File: src/sv/cdq_pkg.sv
// cdq_pkg: shared types and constants of the circular deque unit
// no dependencies
`default_nettype none

package cdq_pkg;

    localparam int VALUE_W = 32;
    localparam int CMD_W = 3;
    localparam int CAP_W = 6;
    localparam logic [CAP_W-1:0] CAP_RESET = 6'd32;

    typedef enum logic [CMD_W-1:0] {
        CMD_PUSH_BACK  = 3'd0,
        CMD_PUSH_FRONT = 3'd1,
        CMD_POP_BACK   = 3'd2,
        CMD_POP_FRONT  = 3'd3,
        CMD_DUMP       = 3'd4
    } t_cmd;

    typedef enum logic [1:0] {
        STS_DATA      = 2'd0,
        STS_OVERFLOW  = 2'd1,
        STS_UNDERFLOW = 2'd2,
        STS_EMPTY     = 2'd3
    } t_status;

    typedef enum logic {
        ST_IDLE = 1'b0,
        ST_DATA = 1'b1
    } t_state;

    typedef struct packed {
        t_cmd               cmd;
        logic [VALUE_W-1:0] value;
    } t_op;

endpackage

`default_nettype wire

File: src/sv/cdq_front.sv
// cdq_front: accepts input beats, drops unused command codes and queues the rest
// depends on cdq_pkg
`default_nettype none

module cdq_front (
    input  wire logic                        i_clk,
    input  wire logic                        i_rst_n,
    input  wire logic                        i_in_valid,
    output logic                             o_in_ready,
    input  wire logic [cdq_pkg::CMD_W-1:0]   i_command,
    input  wire logic [cdq_pkg::VALUE_W-1:0] i_value,
    output logic                             o_op_valid,
    input  wire logic                        i_op_ready,
    output cdq_pkg::t_op                     o_op
);

    cdq_pkg::t_op r_q [2];
    logic         r_wr, r_rd;
    logic [1:0]   r_cnt;
    logic         legal, push, pop;

    assign o_in_ready = (r_cnt != 2'd2);
    assign legal      = (i_command <= cdq_pkg::CMD_DUMP);
    assign push       = i_in_valid && o_in_ready && legal;
    assign o_op_valid = (r_cnt != 2'd0);
    assign pop        = o_op_valid && i_op_ready;
    assign o_op       = r_q[r_rd];

    always_ff @(posedge i_clk) begin
        if (!i_rst_n) begin
            r_wr  <= 1'b0;
            r_rd  <= 1'b0;
            r_cnt <= 2'd0;
        end else begin
            if (push) begin
                r_wr <= ~r_wr;
            end
            if (pop) begin
                r_rd <= ~r_rd;
            end
            r_cnt <= r_cnt + {1'b0, push} - {1'b0, pop};
        end
    end

    always_ff @(posedge i_clk) begin
        if (push) begin
            r_q[r_wr] <= '{cmd: cdq_pkg::t_cmd'(i_command), value: i_value};
        end
    end

endmodule

`default_nettype wire

File: src/sv/cdq_back.sv
// cdq_back: executes queued commands on the slot ring and drives the result register
// depends on cdq_pkg
`default_nettype none

module cdq_back #(
    parameter int DEPTH      = 32,
    parameter int DATA_WIDTH = 32
) (
    input  wire logic                          i_clk,
    input  wire logic                          i_rst_n,
    input  wire logic                          i_clear,
    input  wire logic [$clog2(DEPTH+1)-1:0]    i_cap,
    input  wire logic                          i_op_valid,
    output logic                               o_op_ready,
    input  wire cdq_pkg::t_op                  i_op,
    output logic                               o_out_valid,
    input  wire logic                          i_out_ready,
    output logic [1:0]                         o_status,
    output logic [cdq_pkg::VALUE_W-1:0]        o_word,
    output logic                               o_last
);

    localparam int AW = $clog2(DEPTH + 1);
    localparam int MW = (DATA_WIDTH < cdq_pkg::VALUE_W) ? DATA_WIDTH : cdq_pkg::VALUE_W;

    logic [DATA_WIDTH-1:0] r_mem [DEPTH+1];
    logic [DATA_WIDTH-1:0] r_rdata;

    cdq_pkg::t_state           r_state, n_state;
    logic [AW-1:0]             r_head, n_head, r_tail, n_tail, r_count, n_count;
    logic [AW-1:0]             r_ptr, n_ptr, r_left, n_left;
    logic                      r_out_valid, n_out_valid;
    cdq_pkg::t_status          r_status, n_status;
    logic [cdq_pkg::VALUE_W-1:0] r_word, n_word;
    logic                      r_last, n_last;

    logic                  we, re, out_free, full, empty;
    logic [AW-1:0]         waddr, raddr, tail_dec, head_dec;
    logic [DATA_WIDTH-1:0] wdata;

    function automatic logic [AW-1:0] ring_inc(input logic [AW-1:0] idx,
                                               input logic [AW-1:0] cap);
        return (idx == cap) ? '0 : idx + 1'b1;
    endfunction

    function automatic logic [AW-1:0] ring_dec(input logic [AW-1:0] idx,
                                               input logic [AW-1:0] cap);
        return (idx == '0) ? cap : idx - 1'b1;
    endfunction

    assign out_free = !r_out_valid || i_out_ready;
    assign full     = (r_count == i_cap);
    assign empty    = (r_count == '0);
    assign tail_dec = ring_dec(r_tail, i_cap);
    assign head_dec = ring_dec(r_head, i_cap);
    assign wdata    = DATA_WIDTH'(i_op.value[MW-1:0]);

    always_comb begin
        n_state     = r_state;
        n_head      = r_head;
        n_tail      = r_tail;
        n_count     = r_count;
        n_ptr       = r_ptr;
        n_left      = r_left;
        n_out_valid = r_out_valid;
        n_status    = r_status;
        n_word      = r_word;
        n_last      = r_last;
        o_op_ready  = 1'b0;
        we          = 1'b0;
        waddr       = r_tail;
        re          = 1'b0;
        raddr       = r_head;

        if (r_out_valid && i_out_ready) begin
            n_out_valid = 1'b0;
        end

        unique case (r_state)
            cdq_pkg::ST_IDLE: begin
                if (i_op_valid && out_free) begin
                    o_op_ready = 1'b1;
                    unique case (i_op.cmd)
                        cdq_pkg::CMD_PUSH_BACK, cdq_pkg::CMD_PUSH_FRONT: begin
                            if (full) begin
                                n_out_valid = 1'b1;
                                n_status    = cdq_pkg::STS_OVERFLOW;
                                n_word      = '0;
                                n_last      = 1'b1;
                            end else if (i_op.cmd == cdq_pkg::CMD_PUSH_BACK) begin
                                we      = 1'b1;
                                waddr   = r_tail;
                                n_tail  = ring_inc(r_tail, i_cap);
                                n_count = r_count + 1'b1;
                            end else begin
                                we      = 1'b1;
                                waddr   = head_dec;
                                n_head  = head_dec;
                                n_count = r_count + 1'b1;
                            end
                        end
                        cdq_pkg::CMD_POP_BACK, cdq_pkg::CMD_POP_FRONT: begin
                            if (empty) begin
                                n_out_valid = 1'b1;
                                n_status    = cdq_pkg::STS_UNDERFLOW;
                                n_word      = '0;
                                n_last      = 1'b1;
                            end else begin
                                re      = 1'b1;
                                n_count = r_count - 1'b1;
                                n_left  = AW'(1);
                                n_state = cdq_pkg::ST_DATA;
                                if (i_op.cmd == cdq_pkg::CMD_POP_BACK) begin
                                    raddr  = tail_dec;
                                    n_tail = tail_dec;
                                end else begin
                                    raddr  = r_head;
                                    n_head = ring_inc(r_head, i_cap);
                                end
                            end
                        end
                        cdq_pkg::CMD_DUMP: begin
                            if (empty) begin
                                n_out_valid = 1'b1;
                                n_status    = cdq_pkg::STS_EMPTY;
                                n_word      = '0;
                                n_last      = 1'b1;
                            end else begin
                                re      = 1'b1;
                                raddr   = r_head;
                                n_ptr   = ring_inc(r_head, i_cap);
                                n_left  = r_count;
                                n_state = cdq_pkg::ST_DATA;
                            end
                        end
                        default: begin
                        end
                    endcase
                end
            end
            cdq_pkg::ST_DATA: begin
                if (out_free) begin
                    n_out_valid = 1'b1;
                    n_status    = cdq_pkg::STS_DATA;
                    n_word      = cdq_pkg::VALUE_W'(r_rdata[MW-1:0]);
                    n_last      = (r_left == AW'(1));
                    if (r_left == AW'(1)) begin
                        n_state = cdq_pkg::ST_IDLE;
                    end else begin
                        re     = 1'b1;
                        raddr  = r_ptr;
                        n_ptr  = ring_inc(r_ptr, i_cap);
                        n_left = r_left - 1'b1;
                    end
                end
            end
            default: begin
                n_state = cdq_pkg::ST_IDLE;
            end
        endcase

        if (i_clear) begin
            n_head  = '0;
            n_tail  = '0;
            n_count = '0;
        end
    end

    always_ff @(posedge i_clk) begin
        if (!i_rst_n) begin
            r_state     <= cdq_pkg::ST_IDLE;
            r_head      <= '0;
            r_tail      <= '0;
            r_count     <= '0;
            r_out_valid <= 1'b0;
        end else begin
            r_state     <= n_state;
            r_head      <= n_head;
            r_tail      <= n_tail;
            r_count     <= n_count;
            r_out_valid <= n_out_valid;
        end
    end

    always_ff @(posedge i_clk) begin
        r_ptr    <= n_ptr;
        r_left   <= n_left;
        r_status <= n_status;
        r_word   <= n_word;
        r_last   <= n_last;
    end

    always_ff @(posedge i_clk) begin
        if (we) begin
            r_mem[waddr] <= wdata;
        end
        if (re) begin
            r_rdata <= r_mem[raddr];
        end
    end

    assign o_out_valid = r_out_valid;
    assign o_status    = r_status;
    assign o_word      = r_word;
    assign o_last      = r_last;

endmodule

`default_nettype wire

File: src/sv/circular_deque_unit.sv
// circular_deque_unit: double-ended queue of words on a ring of capacity+1 slots
// depends on cdq_pkg, cdq_front, cdq_back
//
// input channel: i_in_valid / o_in_ready carry a command and a value per beat;
// pushes go to the back or front, pops remove one word, dump streams all words
// output channel: o_out_valid / i_out_ready carry status, word and last per beat;
// a successful push gives no beat, every other known command ends on a beat with last
// a two-entry queue parts the input side from the executor, so input beats are
// taken while a result waits; unused command codes are taken and dropped
// push: a slot write in the executor; pop: slot read, then result register;
// dump: one word per cycle while the receiver does not stall, set by the single
// read port of the slot memory; no new command starts while a dump runs
// a stalled receiver holds the result register and the executor waits on it
// reset (synchronous, active low) empties the deque and sets capacity to 32;
// slot contents are not cleared and no clearing pass is needed
// config: capacity at byte address 0 over the apb port; a write empties the deque;
// the user must make it only while the unit is idle, the block does not enforce it
`default_nettype none

module circular_deque_unit #(
    parameter int DEPTH      = 32,
    parameter int DATA_WIDTH = 32
) (
    input  wire logic                        i_clk,
    input  wire logic                        i_rst_n,
    input  wire logic                        psel,
    input  wire logic                        penable,
    input  wire logic                        pwrite,
    input  wire logic [2:0]                  paddr,
    input  wire logic [31:0]                 pwdata,
    output logic [31:0]                      prdata,
    output logic                             pready,
    input  wire logic                        i_in_valid,
    output logic                             o_in_ready,
    input  wire logic [cdq_pkg::CMD_W-1:0]   i_command,
    input  wire logic [cdq_pkg::VALUE_W-1:0] i_value,
    output logic                             o_out_valid,
    input  wire logic                        i_out_ready,
    output logic [1:0]                       o_status,
    output logic [cdq_pkg::VALUE_W-1:0]      o_word,
    output logic                             o_last
);

    localparam int AW = $clog2(DEPTH + 1);

    logic [cdq_pkg::CAP_W-1:0] r_capacity;
    logic                      cfg_wr;
    logic [AW-1:0]             cap_eff;
    logic                      op_valid, op_ready;
    cdq_pkg::t_op              op;

    assign pready  = 1'b1;
    assign cfg_wr  = psel && penable && pwrite && pready && (paddr[2] == 1'b0);
    assign prdata  = (paddr[2] == 1'b0) ? 32'(r_capacity) : 32'd0;
    assign cap_eff = (32'(r_capacity) > DEPTH) ? AW'(DEPTH) : AW'(r_capacity);

    always_ff @(posedge i_clk) begin
        if (!i_rst_n) begin
            r_capacity <= cdq_pkg::CAP_RESET;
        end else if (cfg_wr) begin
            r_capacity <= pwdata[cdq_pkg::CAP_W-1:0];
        end
    end

    cdq_front u_front (
        .i_clk      (i_clk),
        .i_rst_n    (i_rst_n),
        .i_in_valid (i_in_valid),
        .o_in_ready (o_in_ready),
        .i_command  (i_command),
        .i_value    (i_value),
        .o_op_valid (op_valid),
        .i_op_ready (op_ready),
        .o_op       (op)
    );

    cdq_back #(
        .DEPTH      (DEPTH),
        .DATA_WIDTH (DATA_WIDTH)
    ) u_back (
        .i_clk       (i_clk),
        .i_rst_n     (i_rst_n),
        .i_clear     (cfg_wr),
        .i_cap       (cap_eff),
        .i_op_valid  (op_valid),
        .o_op_ready  (op_ready),
        .i_op        (op),
        .o_out_valid (o_out_valid),
        .i_out_ready (i_out_ready),
        .o_status    (o_status),
        .o_word      (o_word),
        .o_last      (o_last)
    );

endmodule

`default_nettype wire
File: config.mk
export PLATFORM = sky130hd
export DESIGN_NAME = circular_deque_unit
export DESIGN_NICKNAME = d
export VERILOG_FILES = /design/src/sv/cdq_pkg.sv /design/src/sv/cdq_front.sv /design/src/sv/cdq_back.sv /design/src/sv/circular_deque_unit.sv
export SDC_FILE = /design/constraint.sdc
export NUM_CORES = 2
export LEC_CHECK = 0
export ABC_AREA = 1
export BUFFER_PORTS_ARGS = -buffer_cell sky130_fd_sc_hd__buf_2
export CAP_MARGIN = 20
export CORE_ASPECT_RATIO = 1.2
export CORE_UTILIZATION = 55
export CTS_CLUSTER_DIAMETER = 120
export DETAILED_ROUTE_END_ITERATION = 10
export MAX_ROUTING_LAYER = met4
export PLACE_DENSITY = 0.72
export SYNTH_ARGS = -nofsm -noshare
export SYNTH_HDL_FRONTEND = slang
export SYNTH_HIERARCHICAL = 1
export SYNTH_SLANG_ARGS = --single-unit
File: constraint.sdc
create_clock -name i_clk -period 6.5 [get_ports i_clk]
set_clock_uncertainty 0.15 [all_clocks]
set_input_delay 0.325 -clock i_clk [delete_from_list [all_inputs] [get_ports i_clk]]
set_output_delay 0.325 -clock i_clk [all_outputs]
set_load 0.02 [all_outputs]
=== Word-level counts from Yosys, hierarchy flattened ===
Memories as Yosys holds them, arrays and structs flattened. A register that Yosys moved wholly into a read port is not among the register bits.
Cells that the tools add are included.

* Bits in registers: 77
* Bits in writable memories: 1126
* Bits of input ports: 77
* Output and inout bits: 70
* Word-level logic and storage cells: 181
* Memories: 2

* Add/subtract/negate cells: 10
* Order comparisons: 2
* Equality and inequality tests: 30
* Mux-type cells: 91
* Bitwise gates (word level): 5
* Reduce and logical (&&, ||, !) cells: 27

{| class="wikitable"
|+ Memory list
! memory !! words !! bits a word !! rd ports !! clocked after memory_dff !! write ports !! line !! source
|-
| u_back.r_mem || 33 || 32 || 1 || 1 || 1 || cdq_back.sv:26 || <nowiki>logic [DATA_WIDTH-1:0] r_mem [DEPTH+1];</nowiki>
|-
| u_front.r_q || 2 || 35 || 1 || 1 || 1 || cdq_front.sv:17 || <nowiki>cdq_pkg::t_op r_q [2];</nowiki>
|}

{| class="wikitable"
|+ Operator list
! cell !! number
|-
| $mux 6 || 38
|-
| $mux 32 || 4
|-
| $pmux 32 s2 || 2
|-
| $pmux 6 s2 || 7
|-
| $mux 1 || 27
|-
| $add 6x1->6 const B || 4
|-
| $eq 6x6->1 || 4
|-
| $sub 6x1->6 const B || 4
|-
| $logic_not 6->1 || 3
|-
| $ne 2x2->1 const B || 9
|-
| $reduce_and 5->1 || 3
|-
| $reduce_and 7->1 || 2
|-
| $ne 3x2->1 const B || 4
|-
| $ne 3x3->1 const B || 4
|-
| $pmux 1 s2 || 6
|-
| $reduce_and 6->1 || 2
|-
| $mux 2 || 5
|-
| $logic_and 1x1->1 || 8
|-
| $eq 3x2->1 const B || 2
|-
| $eq 6x1->1 const B || 1
|-
| $gt 6x6->1 const B || 1
|-
| $ne 2x1->1 const B || 3
|-
| $pmux 2 s3 || 1
|-
| $reduce_or 2->1 || 3
|-
| 13 further kinds || 18
|}

=== Depth between registers and ports, before layout ===
* Depth after elaboration: 9
* Gate-level depth with buffers: 21
* Mapped depth without buffers: 18

=== Cells and area by module ===
The synthesis kept the hierarchy.

{| class="wikitable"
|+ Modules (own cells, without submodules)
! module !! instances !! cells each !! area each (um2)
|-
| cdq_back || 1 || 4731 || 50831.3
|-
| cdq_front || 1 || 144 || 2924.1
|-
| circular_deque_unit || 1 || 92 || 594.3
|}

=== Least setup slack after synthesis ===
No wires, ideal clock.

* Kind: flip-flop to flip-flop
* From: register r_capacity[2] (netlist name)
* To: memory u_back.r_mem[4][0], enable pin
* Setup time: 421 ps
* Data arrival time: 3443 ps
* Required time: 5929 ps
* Setup slack: 2486 ps
* Cell stages (with the launch flop): 16
* Buffers on the path: 0
* Period minus slack after synthesis: 4014 ps
* Cells stage by stage: dfxtp_1 > nor2_1 > nand3_1 > a21oi_1 > inv_1 > nand2_1 > nand4_1 > nor2_1 > nand2_1 > nand3_1 > nor2_4 > o21ai_0 > inv_1 > nor2_1 > nand2_1 > nor2_1

* Word-level cells in the longest chain between the ends: 9

{| class="wikitable"
|+ Ends and longest elaborated chain
! element !! line !! source
|-
| start, declared || circular_deque_unit.sv:46 || <nowiki>logic [cdq_pkg::CAP_W-1:0] r_capacity;</nowiki>
|-
| start signal, assigned || circular_deque_unit.sv:59 || <nowiki>r_capacity <= cdq_pkg::CAP_RESET;</nowiki>
|-
| start signal, assigned || circular_deque_unit.sv:61 || <nowiki>r_capacity <= pwdata[cdq_pkg::CAP_W-1:0];</nowiki>
|-
| $gt 6x6->1 * || circular_deque_unit.sv:55 || <nowiki>assign cap_eff = (32'(r_capacity) > DEPTH) ? AW'(DEPTH) : AW'(r_capacity);</nowiki>
|-
| $mux 6 * || circular_deque_unit.sv:55 ||
|-
| named net cap_eff[3] || circular_deque_unit.sv:48 || <nowiki>logic [AW-1:0] cap_eff;</nowiki>
|-
| $eq 6x6->1 || cdq_back.sv:52 || <nowiki>assign full = (r_count == i_cap);</nowiki>
|-
| $mux 1 || cdq_back.sv:85 || <nowiki>if (full) begin</nowiki>
|-
| $mux 1 || cdq_back.sv:83 || <nowiki>unique case (i_op.cmd)</nowiki>
|-
| $mux 1 || cdq_back.sv:81 || <nowiki>if (i_op_valid && out_free) begin</nowiki>
|-
| $mux 1 || cdq_back.sv:79 || <nowiki>unique case (r_state)</nowiki>
|-
| $mux 1 || cdq_back.sv:194 || <nowiki>if (we) begin</nowiki>
|-
| $mux 1 (not written as such) || cdq_back.sv:195 || <nowiki>r_mem[waddr] <= wdata;</nowiki>
|-
| end, declared || cdq_back.sv:26 ||
|}

Mark *: on every way through the listed nets, which the timed path passes. The rest lies on a longest branch.

==> summary by stage <==
Status
The run finished with clean final reports.

Critical path
The endpoint identified for the worst register-to-register timing path is u_back/r_rdata[1]. The critical path data arrival time is ~5400 ps. The kind of launch point of the worst setup path is a register. Traced cell by cell, the critical path runs through buf_4 > mux2_2 > nor2_2 > nand3_1 > o21ai_0 > nand2_4 > inv_2 > buf_4 > buf_4 > nand3_1 > nand3_1 > nand3_1 > nand2_1. For this design, the slowest cell found on the critical path is inv_2. The worst register-to-register path has a setup slack of between 1000 and 1500 ps. The biggest cell delay along the critical path is ~620 ps. The critical path is of the register to register type.

The critical path data required time is between 6000 and 7000 ps. The most common cell type on the critical path is nand3_1. Of all nets on the critical path, the largest fanout is 33.

The depth of the most critical reg-to-reg path is 13. The kind of end point of the critical path is a register. The last element of the critical path is u_back/r_rdata[1].

Finish
Cells with a size suffix above 1 make up 8.83% of the layout. Cells fill approximately three fifths of the core in the end. In the final design database the tool counted 5117 nets. The relative area change from synthesis to final layout is 11.0%.

Global routing
The number of global-route vias before repair is 36502. The total global-route track usage is 31.1%. The total overflow reported by the global router is 0. The largest net degree at the start of global routing is around 200. The wire length of the first global-routing pass is 224 mm.

The number of antenna violations at the first check in global routing was 3.

Synthesis
By area, the combinational part of the netlist is dominated by simple AND/OR/NAND/NOR gates. The area share of the largest cell type after synthesis is about two thirds. The post-synthesis compound-gate area fraction is under 10%. Yosys printed 6 warnings.

The area share of fa/ha/maj cells after synthesis is less than 1%. Dividing the synthesized area by the synthesized cell count gives approximately 11 µm². After synthesis, the cell types taking the most area are edfxtp_1, nand3_1, nand2_1, inv_1, buf_2.

The dominant register cell in the synthesized netlist is edfxtp_1. The post-synthesis share of cell area spent on xor and xnor gates is 0.403%. The synthesized netlist devotes between 20% and 30% of its cell area to simple gates. Of all flip-flops after synthesis, the portion carrying an async set or reset was 0%.

The biggest area contributor in the post-synthesis netlist is edfxtp_1. The portion of netlist area occupied by mux cells is less than 1%. The synthesized design contains about 1200 register bits. The count of cell types in the netlist is between 40 and 50. Synthesis produced approximately 5000 cells. The number of synthesized flops with an enable pin is between 1000 and 1500. The synthesized area is 0.0543 mm².

Summing the sequential cell areas from Yosys gives 67.7% of the chip area.

Clocking
Clock-pin slew was measured on the worst setup and hold paths at 60 ps. For this design, the sink count on the clock tree is around 1200. Clock tree synthesis inserted a total of between 100 and 150 buffers. The clock tree synthesis step divided the H-tree into 3 levels. The number of buffers inserted by hold repair at cts is 56. The number of buffers inserted to repair setup after CTS is 0. The root buffer cell is clkbuf_16. The clock passes through at most 3 buffers. Once the clock tree was built, the resizer swapped 0 gates to a different size. The later pin in the worst-skew pair is clocked with a latency of 700 ps. TritonCTS built the clock tree.

Floorplan
The full die area is between 0.1 and 0.15 mm². The overall die height is 346 µm. For this configuration, the core starts out at a cell density of approximately 56%.

The number of top-level pins is between 100 and 150. The area inside the core boundary is slightly below 0.1 mm². The number of rows in the core area is between 100 and 150. The die is 289 µm wide.

Routing
The final route contains 38219 vias. Wires add up to roughly 150 mm. Dividing the detail-routed wire length by the instance count gives between 20 and 25 µm. The detailed-routing iteration count for the pre-antenna-repair pass is 6.

The number of nets with antenna violations after routing is 0. After detailed routing, the number of remaining DRC violations is 0. In the routed layout, each cell is associated on average with a via count of 5.98. The count of routing violations after the opening detailed-route iteration is 4939.

Pwr
Summing internal, switching and leakage power gives about 27000 µW. For this design the static power due to leakage is between 0.02 and 0.025 µW. Dividing total power by cell area gives a power density of approximately 440 mW/mm². The worst-case vdd ir drop is about 0.6 mV.

Placement
Buffers placed on the I/O ports in this run total 91. The congestion estimate from routability-driven global placement came to between 0.9 and 1. The post-placement setup slack is 1750 ps. The placed wire-length estimate after detailed placement is 82.3 mm.

Timing
The worst setup slack after layout is approximately 1500 ps. Across all hold checks on the routed design, the worst slack comes to 199 ps. The count of final max-slew check failures is 0. After layout, the minimum clock period comes to 5010 ps. After layout, the worst path uses just under 80% of the clock period. The fmax is about 0.2 GHz. Setup repair after global routing left no endpoint under its margin. The normalized max-slew margin is about a third. Setup violations remaining at the end of the flow were counted as 0.

The count of final hold-check violations is 0. For the pin with the worst max-slew slack, the measured transition is 1020 ps. The accumulated negative setup slack is 0 ps.

Flow run
The count of max-cap constraint violations is 0.

Worst hold path
The instance count along the most critical hold path is 2. In this run the worst hold path is classified as primary input to register.
==> synth_stat cells (9+ instances only) <==
library cell	count
clkbuf_1	36
xnor2_1	9
ha_1	15
o21ai_0	47
a21oi_1	36
buf_4	45
mux2_4	30
buf_1	14
nor2_1	114
o22ai_1	13
dfxtp_1	31
edfxtp_1	1205
inv_1	563
xor2_1	16
nand3b_1	128
nand3_1	1199
nand2_1	1155
buf_2	228
==> critical path: cells and delay by family, from the launching register on <==
family | cells | cell delay, ps
flip-flops | 1 | 350
multiplexers | 1 | 460
AND/OR/NAND/NOR | 7 | 1360
AO/OA/AOI/OAI | 1 | 530
buffers and inverters | 4 | 1970
==> power by group <==
| group | internal, µW | switching, µW | total [µW] | leakage (µW) |
|---|---|---|---|---|
| logic | 2650 | 7530 | 10200 | 0.0110 |
| registers | 9830 | 195 | 10000 | 0.0111 |
| clock network | 3490 | 2900 | 6390 | 0.00172 |
| total | 16000 | 10600 | 26600 | 0.0239 |
==> metal layers <==
metal | part of all wire, % | GRT usage [%]
met3 | 9.0 | 4.01
met1 | 37 | 39.4
met5 | 0 | -
met4 | 5.9 | 16.7
met2 | 48 | 49.0
==> how the worst min path moves through the flow <==
stage | start | end | slack, ps
finish | i_value[20] | u_front/r_q[0][20] | 200
global placement | r_capacity[4] | r_capacity[4] | 330
global route | i_value[20] | u_front/r_q[0][20] | 200
detailed placement | r_capacity[4] | r_capacity[4] | 330
CTS | i_value[1] | u_front/r_q[1][1] | 160
floorplan | i_rst_n | r_capacity[5] | 260
==> registers in the layout, summed over array words and instances, names as in the netlist, 2 cells and up, named ones only <==
signal,cells
u_back/r_mem,1056
u_front/r_q,70
u_back/o_word,32
u_back/r_rdata,32
r_capacity,6
u_back/r_count,6
u_back/r_head,6
u_back/r_left,6
u_back/r_ptr,6
u_back/r_tail,6
u_back/o_status,2
u_front/r_cnt,2
==> cell families (layout without fill, tap and decap cells) <==
kind of cell,Yosys count,count (layout)
xor gates and xnor gates,25,25
and+or+nand+nor,2626,2626
buffers and inverters,901,1030
other,2,30
AOI/OAI and AO/OA,126,126
DFF,1236,1236
adders and majority gates,16,16
muxes,35,35
==> per-stage QoR <==
stage                     area (µm²)  std cells
final                          60300       6394
after global routing           60300       6393
after CTS                      60300       6390
after detailed placement       56200       6119
after global placement         56200       6118
after floorplan                54400       4992
==> layout make-up <==
cell class,count,area (µm²)
fillers,7403,37100
inverters,570,2140
repair buffers,245,2210
diodes,3,7.51
flip-flops and latches,1236,36800
multi-input cells,2855,14100
well taps,1270,1590
clock buffers,151,3080
clock inverters,64,440
==> cells in the final DEF, fill, tap and decap left out, drive strengths merged, types with 5 or more instances in the layout <==
| master | Yosys | final |
|---|---|---|
| o22ai | 13 | 13 |
| o31ai | 5 | 5 |
| xnor2 | 9 | 9 |
| dlygate4sd3 | 0 | 56 |
| buf | 295 | 189 |
| nand3b | 128 | 128 |
| clkbuf | 36 | 151 |
| clkinv | 2 | 54 |
| a221oi | 5 | 5 |
| a21oi | 38 | 38 |
| xor2 | 16 | 16 |
| mux2 | 35 | 35 |
| conb | 2 | 27 |
| nand3 | 1201 | 1201 |
| nor2 | 122 | 122 |
| nand2 | 1161 | 1161 |
| dfxtp | 31 | 31 |
| inv | 568 | 573 |
| nor3 | 5 | 5 |
| edfxtp | 1205 | 1205 |
| ha | 15 | 15 |
| o21ai | 52 | 52 |
(Power assumes the default switching activity.)
